`src/sv/upe_pkg.sv`:
```
// ----------------------------------------------------------------------------
// upe_pkg: shared types and constants of the URL percent encoder
// Character codes, byte classes and the hex digit lookup.
// ----------------------------------------------------------------------------
package upe_pkg;

  localparam int unsigned ByteW = 8;
  localparam int unsigned CharW = 7;
  localparam int unsigned IdxW  = 3;

  localparam logic [CharW-1:0] ChrPercent = 7'h25;
  localparam logic [CharW-1:0] ChrPlus    = 7'h2B;

  localparam logic [ByteW-1:0] Utf8Lead = 8'hC0;
  localparam logic [ByteW-1:0] Utf8Cont = 8'h80;
  localparam logic [ByteW-1:0] Utf8Mask = 8'h3F;

  // Last character index of each run length, and the first index of the second escape
  localparam logic [IdxW-1:0] IdxLastOne   = 3'd0;
  localparam logic [IdxW-1:0] IdxLastThree = 3'd2;
  localparam logic [IdxW-1:0] IdxLastSix   = 3'd5;
  localparam logic [IdxW-1:0] IdxSecondEsc = 3'd3;

  typedef enum logic [1:0] {
    ClsPass,
    ClsSpace,
    ClsEscAscii,
    ClsEscLatin
  } upe_class_e;

  typedef struct packed {
    logic [CharW-1:0] chr;
    logic             last;
  } upe_char_t;

  // Lowercase hex digit for a nibble
  function automatic logic [CharW-1:0] hex_digit(input logic [3:0] nib);
    logic [CharW-1:0] res;
    if (nib < 4'd10) begin
      res = 7'h30 + {3'd0, nib};
    end else begin
      res = 7'h57 + {3'd0, nib};
    end
    return res;
  endfunction

endpackage

```
`src/sv/upe_if.sv`:
```
// ----------------------------------------------------------------------------
// upe_in_if / upe_out_if: byte and character channels
// Valid/ready channels carrying the input byte and the encoded character.
// ----------------------------------------------------------------------------
interface upe_in_if;
  logic       valid;
  logic       ready;
  logic [7:0] in_byte;

  modport source (output valid, output in_byte, input ready);
  modport sink (input valid, input in_byte, output ready);
endinterface

interface upe_out_if;
  logic       valid;
  logic       ready;
  logic [6:0] out_char;
  logic       run_last;

  modport source (output valid, output out_char, output run_last, input ready);
  modport sink (input valid, input out_char, input run_last, output ready);
endinterface

```
`src/sv/upe_char_gen.sv`:
```
// ----------------------------------------------------------------------------
// upe_char_gen: encoded character selection
// Classifies a byte and picks the character at a given run position.
// ----------------------------------------------------------------------------
module upe_char_gen import upe_pkg::*; (
  input  logic [ByteW-1:0] byte_i,
  input  logic [IdxW-1:0]  idx_i,
  output upe_char_t        char_o
);

  upe_class_e       cls;
  logic [ByteW-1:0] esc_byte;
  logic [IdxW-1:0]  pos;

  always_comb begin
    if (byte_i inside {[8'h41:8'h5A], [8'h61:8'h7A], [8'h30:8'h39],
                       8'h2D, 8'h5F, 8'h2E, 8'h21, 8'h7E, 8'h2A,
                       8'h27, 8'h28, 8'h29}) begin
      cls = ClsPass;
    end else if (byte_i == 8'h20) begin
      cls = ClsSpace;
    end else if (!byte_i[ByteW-1]) begin
      cls = ClsEscAscii;
    end else begin
      cls = ClsEscLatin;
    end
  end

  // Pick the byte being escaped (a UTF-8 byte for Latin-1 input) and the position inside its triple
  always_comb begin
    if (cls == ClsEscLatin && idx_i >= IdxSecondEsc) begin
      esc_byte = Utf8Cont | (byte_i & Utf8Mask);
      pos      = idx_i - IdxSecondEsc;
    end else if (cls == ClsEscLatin) begin
      esc_byte = Utf8Lead | {6'd0, byte_i[7:6]};
      pos      = idx_i;
    end else begin
      esc_byte = byte_i;
      pos      = idx_i;
    end
  end

  always_comb begin
    char_o = '0;
    case (cls)
      ClsPass: begin
        char_o.chr  = byte_i[CharW-1:0];
        char_o.last = (idx_i == IdxLastOne);
      end
      ClsSpace: begin
        char_o.chr  = ChrPlus;
        char_o.last = (idx_i == IdxLastOne);
      end
      ClsEscAscii, ClsEscLatin: begin
        case (pos)
          3'd0:    char_o.chr = ChrPercent;
          3'd1:    char_o.chr = hex_digit(esc_byte[7:4]);
          default: char_o.chr = hex_digit(esc_byte[3:0]);
        endcase
        char_o.last = (cls == ClsEscAscii) ? (idx_i == IdxLastThree)
                                           : (idx_i == IdxLastSix);
      end
      default: char_o = '0;
    endcase
  end

endmodule

```
`src/sv/url_percent_encoder.sv`:
```
// ----------------------------------------------------------------------------
// url_percent_encoder: form-URL encoder, one byte in, a character run out
// Emits the encoded characters of each byte one per cycle while the receiver is ready.
// ----------------------------------------------------------------------------
// Usage:
//   in_i  carries one byte per item; out_o carries one character per item,
//   with run_last set on the final character of each byte's run.
//   A passed byte or a space gives one character, an escaped ASCII byte
//   three (%hh), a byte from 0x80 up six (two escaped UTF-8 bytes).
//   An accepted byte is stored in the holding register; its first character
//   moves from there to the output register.
//   Throughput: one character per cycle while the receiver is ready, set
//   by the single output register; passed bytes thus stream at one per
//   cycle. A new byte is accepted in the cycle the previous byte's last
//   character moves to the output register.
//   Reset clears the valid flags of the holding and output registers and
//   the run index; no item is pending afterward.
//   When the receiver stalls, the output register holds its character and
//   the holding register keeps the current byte, so in_i stalls at most
//   one byte later.
// ----------------------------------------------------------------------------
module url_percent_encoder import upe_pkg::*; (
  input  logic clk_i,
  input  logic rst_ni,
  upe_in_if.sink    in_i,
  upe_out_if.source out_o
);

  logic             hold_vld_q;
  logic [ByteW-1:0] hold_byte_q;
  logic [IdxW-1:0]  idx_q;
  logic             out_vld_q;
  logic [CharW-1:0] out_char_q;
  logic             out_last_q;

  upe_char_t gen;
  logic      out_load;
  logic      in_fire;

  upe_char_gen u_char_gen (
    .byte_i (hold_byte_q),
    .idx_i  (idx_q),
    .char_o (gen)
  );

  assign out_load   = hold_vld_q && (!out_vld_q || out_o.ready);
  assign in_i.ready = !hold_vld_q || (out_load && gen.last);
  assign in_fire    = in_i.valid && in_i.ready;

  always_ff @(posedge clk_i or negedge rst_ni) begin
    if (!rst_ni) begin
      hold_vld_q <= 1'b0;
      idx_q      <= '0;
    end else if (in_fire) begin
      hold_vld_q <= 1'b1;
      idx_q      <= '0;
    end else if (out_load) begin
      // Advance within the run, drop the byte after its last character
      if (gen.last) begin
        hold_vld_q <= 1'b0;
      end else begin
        idx_q <= idx_q + 3'd1;
      end
    end
  end

  always_ff @(posedge clk_i) begin
    if (in_fire) begin
      hold_byte_q <= in_i.in_byte;
    end
  end

  always_ff @(posedge clk_i or negedge rst_ni) begin
    if (!rst_ni) begin
      out_vld_q <= 1'b0;
    end else if (out_load) begin
      out_vld_q <= 1'b1;
    end else if (out_o.ready) begin
      out_vld_q <= 1'b0;
    end
  end

  always_ff @(posedge clk_i) begin
    if (out_load) begin
      out_char_q <= gen.chr;
      out_last_q <= gen.last;
    end
  end

  assign out_o.valid    = out_vld_q;
  assign out_o.out_char = out_char_q;
  assign out_o.run_last = out_last_q;

`ifndef NO_ASSERTIONS
  a_idx_range: assert property (@(posedge clk_i) disable iff (!rst_ni)
    hold_vld_q |-> idx_q <= IdxLastSix)
    else $error("run index out of range");

  a_idx_advance: assert property (@(posedge clk_i) disable iff (!rst_ni)
    (out_load && !gen.last && !in_fire) |=> hold_vld_q && idx_q == $past(idx_q) + 3'd1)
    else $error("run index did not advance");

  a_accept_start: assert property (@(posedge clk_i) disable iff (!rst_ni)
    in_fire |=> hold_vld_q && idx_q == '0)
    else $error("accepted byte did not start a new run");

  a_out_printable: assert property (@(posedge clk_i) disable iff (!rst_ni)
    out_vld_q |-> (out_char_q >= 7'd33 && out_char_q <= 7'd126))
    else $error("output character not printable");
`endif

endmodule

```
`src/flat_wrapper.sv`:
```
// flat-port wrapper written by rule: the top's interface ports become plain ports
module url_percent_encoder_flat import upe_pkg::*;
  (clk_i, rst_ni, in_i_valid, in_i_in_byte, in_i_ready, out_o_valid, out_o_out_char, out_o_run_last, out_o_ready);
  upe_in_if in_i_i ();
  upe_out_if out_o_i ();
  input  logic clk_i;
  input  logic rst_ni;
  input wire logic [$bits(in_i_i.valid)-1:0] in_i_valid;
  input wire logic [$bits(in_i_i.in_byte)-1:0] in_i_in_byte;
  output wire logic [$bits(in_i_i.ready)-1:0] in_i_ready;
  output wire logic [$bits(out_o_i.valid)-1:0] out_o_valid;
  output wire logic [$bits(out_o_i.out_char)-1:0] out_o_out_char;
  output wire logic [$bits(out_o_i.run_last)-1:0] out_o_run_last;
  input wire logic [$bits(out_o_i.ready)-1:0] out_o_ready;
  assign in_i_i.valid = in_i_valid;
  assign in_i_i.in_byte = in_i_in_byte;
  assign in_i_ready = in_i_i.ready;
  assign out_o_valid = out_o_i.valid;
  assign out_o_out_char = out_o_i.out_char;
  assign out_o_run_last = out_o_i.run_last;
  assign out_o_i.ready = out_o_ready;
  url_percent_encoder u_core (.clk_i(clk_i), .rst_ni(rst_ni), .in_i(in_i_i), .out_o(out_o_i));
endmodule
```
`config.mk`:
```
export PLATFORM = sky130hd
export DESIGN_NAME = url_percent_encoder_flat
export DESIGN_NICKNAME = d
export VERILOG_FILES = /design/src/sv/upe_pkg.sv /design/src/sv/upe_if.sv /design/src/sv/upe_char_gen.sv /design/src/sv/url_percent_encoder.sv /design/src/flat_wrapper.sv
export SDC_FILE = /design/constraint.sdc
export NUM_CORES = 1
export LEC_CHECK = 0
export BUFFER_PORTS_ARGS = -buffer_cell sky130_fd_sc_hd__buf_2
export CAP_MARGIN = 25
export CORE_MARGIN = 2
export CORE_UTILIZATION = 56
export DETAILED_ROUTE_END_ITERATION = 8
export GPL_TIMING_DRIVEN = 0
export PLACE_DENSITY = 0.87
export SLEW_MARGIN = 20
export SYNTH_ARGS = -nofsm -noshare
export SYNTH_HDL_FRONTEND = slang
export SYNTH_SLANG_ARGS = --single-unit
```
`constraint.sdc`:
```
create_clock -name clk_i -period 4.6 [get_ports clk_i]
set_clock_uncertainty 0.1 [all_clocks]
set_input_delay 0.69 -clock clk_i [delete_from_list [all_inputs] [get_ports clk_i]]
set_output_delay 0.69 -clock clk_i [all_outputs]
set_load 0.05 [all_outputs]
```
* Word-level counts from Yosys, hierarchy flattened
Cells that the tools add are included.
** Operators by class
- Add/sub/neg operators :: 6
- $mul :: 0
- Divide/modulo/power cells :: 0
- Order comparisons :: 9
- Equal/unequal tests :: 17
- Shift-type cells :: 0
- Mux-type cells :: 19
- Bitwise operators :: 0
- Reductions and logical operators :: 21
** Operator list (number)
- $eq 8x6->1 const B :: 8
- $pmux 8 s3 :: 1
- $eq 8x7->1 const B :: 2
- $ge 8x7->1 const B :: 2
- $le 8x7->1 const B :: 2
- $mux 8 :: 2
- $add 6x4->7 const A :: 2
- $add 7x4->7 const A :: 2
- $mux 7 :: 2
- $pmux 7 s2 :: 1
- $mux 3 :: 4
- $reduce_bool 12->1 :: 1
- $ge 8x6->1 const B :: 1
- $le 8x6->1 const B :: 1
- $lt 4x4->1 const B :: 2
- $logic_and 1x1->1 :: 7
- $mux 1 :: 7
- $logic_not 3->1 :: 2
- $reduce_bool 2->1 :: 3
- $eq 2x2->1 const B :: 2
- $mux 2 :: 2
- $reduce_and 2->1 :: 2
- $add 3x1->3 const B :: 1
- $eq 3x1->1 const B :: 1
- 10 further kinds :: 12
** Word-level totals
- Bits in registers :: 21
- Latch bits :: 0
- Memory bits (writable) :: 0
- Bits in read-only memories :: 0
- Input bits :: 12
- Memories kept :: 0

* Depth between registers and ports, before layout
- Word-level depth :: 16
- Gate-level depth with buffers :: 12

* Hierarchy
A second synthesis with hierarchy kept.
** Unflattened totals
- Cells, all modules :: 161
- Area total of the unflattened synthesis :: 1505.2 sq um
** By module, submodules not included
- url_percent_encoder :: instances 1, cells an instance 44, area an instance 763.2 sq um, sequential area each 605.6 sq um
- upe_char_gen :: instances 1, cells an instance 117, area an instance 742.0 sq um, sequential area each 0.0 sq um

* Worst setup path after synthesis
No wires, ideal clock.
- Kind :: register to output
- Start point :: register u_core.hold_byte_q[0]
- End point :: output port in_i_ready
- Arrival time :: 3.194 ns
- Required time :: 3.810 ns
- Path slack :: 0.616 ns
- Cell stages (with the launch flop) :: 9
- Cell sequence :: edfxtp_1 -> buf_6 -> or4_4 -> a21oi_2 -> nor3_1 -> or4_4 -> a211o_1 -> and2_4 -> o21ai_0
** Between the ends
- Cells in the longest elaborated chain, start to end :: 9
** RTL lines
- start: declaration :: RTL line url_percent_encoder.sv:30 : logic [ByteW-1:0] hold_byte_q;
- start signal: assignment :: RTL line url_percent_encoder.sv:69 : hold_byte_q <= in_i.in_byte;
- $ge 8x7->1 (tied with other cells) :: RTL line upe_char_gen.sv:16 : if (byte_i inside {[8'h41:8'h5A], [8'h61:8'h7A], [8'h30:8'h39],
- $logic_and 1x1->1 :: RTL line upe_char_gen.sv:16
- $reduce_bool 12->1 :: RTL line upe_char_gen.sv:16
- $mux 2 (*) :: RTL line upe_char_gen.sv:16
- $eq 2x2->1, on equally long branches :: RTL line upe_char_gen.sv:45, upe_char_gen.sv:60
- $mux 1 or $reduce_or 2->1 (tied branches) :: RTL line upe_char_gen.sv:60, upe_char_gen.sv:45
- $pmux 8 s3 (*) :: RTL line upe_char_gen.sv:45 : case (cls)
- $logic_and 1x1->1 (*) :: RTL line url_percent_encoder.sv:47 : assign in_i.ready = !hold_vld_q || (out_load && gen.last);
- $logic_or 1x1->1 (*) :: RTL line url_percent_encoder.sv:47
- end: declaration :: RTL line flat_wrapper.sv:10 : output wire logic [$bits(in_i_i.ready)-1:0] in_i_ready;
Mark *: on every way between the ends. The rest lies on a longest branch, timed or not.

* Final worst setup path
Same ends and word-level chain as after synthesis.

==> impl_metrics.yaml <==
final_layout:
  drive_above_1_share_pct: 19.6
  syn2layout_area_growth_pct: 12.3
  fin_cells: 214
  nFillCells: 208
  n_antenna_cell: 0
  nets: 201
detailed_routing:
  first_iter_violations: 73
  avgViaCountPerCell: 6.18
  detail-route-antenna-nets: 0
  dr.pass1.iters: 4
  wire_per_inst_um: 14.4
  drc: 0
  wirelength_um: 3090
  vias: 1323
timing:
  maxSlewViolCount: 0
  setup_viol: 0
  rsz0062_at_grt: "false"
  final.setup.tns_ns: 0
  hold_viol: 0
  slew_headroom_pct: 53.4
  clock.fmax_mhz: 263
  fin_crit_sh_pct: 82.7
  tightest_slew_ns: 0.698
  min_period_ns: 3.80
global_route:
  grt_antenna_before_repair: 0
  grt_usage_pct: 23.6
  grt_pass1_wl_um: 5000
  grt_max_degree: 13
  overflow: 0
  grt_pass1_vias: 1160
power_and_ir_drop:
  power_frac_comb_pct: 55.7
  power_frac_seq_pct: 33.4
  power_leakage_nw: 0.639
  p_sw_mw: 0.399
  ir_worst_vdd_uv: 320
  power_density_mw_per_mm2: 535
  p_int_mw: 0.457
  power_frac_clock_pct: 10.8
  swShare_pct: 46.6
synth:
  synth-edff-count: 16
  synthFlopType: "edfxtp_1"
  yosysTopAreaCellShare_pct: 33.7
  yosysTopAreaCell: "edfxtp_1"
  async_flop_share_pct: 23.8
  yosys-top-cells-count: "edfxtp_1 (16), nor2_1 (15), nand2_1 (14), o21ai_0 (13), clkbuf_1 (9)"
  yosysMostFrequentCell: "edfxtp_1"
  syn-num-nets: 174
  synth.area.top_cells: "edfxtp_1 (34%), dfrtp_1 (8.8%), o21ai_0 (4.6%), nor2_1 (3.9%), nand2_1 (3.7%)"
  yosysSeqAreaShare_pct: 42.5
  netlist_instances: 158
  ys_ff_latch: 21
  syn_avg_cell_area_um2: 9.03
  yosysWarnings: 0
  synth_cell_types: 45
  synthesis.area_mm2: 0.00143
floorplanning:
  rows: 18
  die_w_um: 54.5
  io_pins: 22
  die_y_um: 54.5
  start_util_pct: 58.1
  dieArea_mm2: 0.00297
  coreArea_mm2: 0.00245
outcome:
  status: "finished, final reports clean"
cts:
  cts_max_level: 1
  numCtsBuffers: 3
  cts.sinks: 21
  postCtsSetupBuffers: 0
  clk_pin_slew_ns: 0.13
  cts-root-buf: "clkbuf_4"
  clk_latency_ns: 0.32
  cts_hold_buf: 0
  cts_resized: 0
  cts_tree: "built"
  clockBufferDepth: 2
critical_path:
  critPathArrivalTime_ns: 3.01
  cp_top_family: "simple AND/OR/NAND/NOR gates"
  cp.buffers_inverters: 2
  path_class: "flip-flop to output pin"
  startpoint_type: "flip-flop"
  worstPathRequired_ns: 3.81
  cpMostUsedCell: "or4_4"
  max_stage_delay_ns: 0.53
  cp-end-kind: "output pin"
  worstPathMaxFanout: 10
  cp_cell_sequence: "buf_6 > or4_4 > a21oi_2 > nor3_1 > or4_4 > a211o_1 > and2_4 > o21ai_0 > buf_2"
  critPathSlowestCell: "or4_4"
placement:
  finalWeightedCongestion: 0.888
  portBuffers: 21
  placedCellCount: 209
  dp_hpwl_um: 2290
min_path:
  hold_class: "input port to async pin"
job:
  maxCapViolations: 0
==> logic make-up after synthesis <==
kind of cell	Yosys count	share of synthesized area (%)
buffers and inverters	20	5.96
muxes	1	0.702
DFF	21	42.5
AOI/OAI and AO/OA	49	23.9
and+or+nand+nor	61	22.3
xor gates and xnor gates	2	1.23
adders and majority gates	4	3.51
==> stage by stage <==
step | power, mW | worst slack (ns) | cell area, um2 | utilization [%] | hold WS [ns]
floorplan | 0.660 | 0.616 | 1430 | - | 0.294
global placement | 0.744 | 1.05 | 1570 | 63.9 | 0.406
detailed placement | 0.759 | 1.01 | 1570 | 63.9 | 0.409
CTS | 0.852 | 0.803 | 1600 | 65.0 | 0.0529
global route | 0.917 | 0.601 | 1600 | 65.2 | 0.0478
finish | 0.856 | 0.796 | 1600 | 65.2 | 0.0556
==> path summary, 6_finish.rpt <==
check | start | endpoint | slack (ns) | cells after the start
min in group clk_i | in_i_in_byte[7] | u_core.hold_byte_q[7] | 0.44 | 1
worst min register to register | u_core.idx_q[1] | u_core.idx_q[1] | 0.62 | 1
worst max register to register | u_core.hold_byte_q[0] | u_core.hold_byte_q[3] | 1.28 | 9
max in group asynchronous | rst_ni | u_core.idx_q[0] | 4.22 | 1
worst min-delay path | rst_ni | u_core.out_o.valid | 0.06 | 1
worst max-delay path | u_core.hold_byte_q[0] | in_i_ready | 0.80 | 9
==> worst register-to-register path, cell delays in order, from the launching register on <==
cell	delay (ns)
edfxtp_1	0.40
buf_6	0.16
or4_4	0.53
a21oi_2	0.15
nor3_1	0.06
or4_4	0.47
a211o_1	0.31
and2_4	0.18
a211oi_1	0.40
clkbuf_2	0.26
==> registers in the layout (all words and copies together) (netlist names) <==
name	cells
u_core.hold_byte_q	8
u_core.hold_vld_q	1
u_core.idx_q	3
u_core.out_o.out_char	7
u_core.out_o.run_last	1
u_core.out_o.valid	1
==> layer usage <==
metal / GRT usage [%] / vias to the layer above / wire, um
li1: - / 638 / -
met3: 3.28 / 8 / 190
met4: 9.17 / 0 / 50
met5: 0 / - / 0
met1: 31.2 / 624 / 1360
met2: 38.8 / 53 / 1490
==> placed cells by master (no fill, tap or decap), drive strengths merged, types with 2 or more instances in the layout <==
| cell type | count |
|---|---|
| nand3 | 2 |
| buf | 24 |
| and2 | 6 |
| nor2 | 15 |
| edfxtp | 16 |
| nor2b | 5 |
| a21o | 2 |
| inv | 8 |
| a31oi | 4 |
| o31ai | 3 |
| and3 | 2 |
| a32o | 2 |
| dfrtp | 5 |
| nor3 | 6 |
| or4 | 2 |
| nand2 | 14 |
| ha | 4 |
| a211o | 2 |
| a211oi | 2 |
| a22o | 2 |
| a21oi | 9 |
| nor4 | 2 |
| o21ai | 13 |
| clkbuf | 13 |
| nor3b | 3 |
==> power groups by stage <==
stage	registers (mW)	logic, mW	clock network [mW]
floorplan	0.374	0.286	0
global route	0.293	0.523	0.102
detailed placement	0.292	0.467	0
finish	0.286	0.477	0.0929
global placement	0.287	0.457	0
CTS	0.287	0.470	0.0949
==> area by class of cell <==
type | instances | area, um2 | share of cell area (%)
multi-input cells | 117 | 736 | 45.9
flip-flops and latches | 21 | 606 | 37.8
repair buffers | 22 | 110 | 6.88
plain buffers | 12 | 55.1 | 3.44
well taps | 30 | 37.5 | 2.34
inverters | 8 | 30.0 | 1.87
clock buffers | 3 | 22.5 | 1.41
clock inverters | 1 | 5.00 | 0.312
No activity file was read; power rests on OpenSTA's default activity.
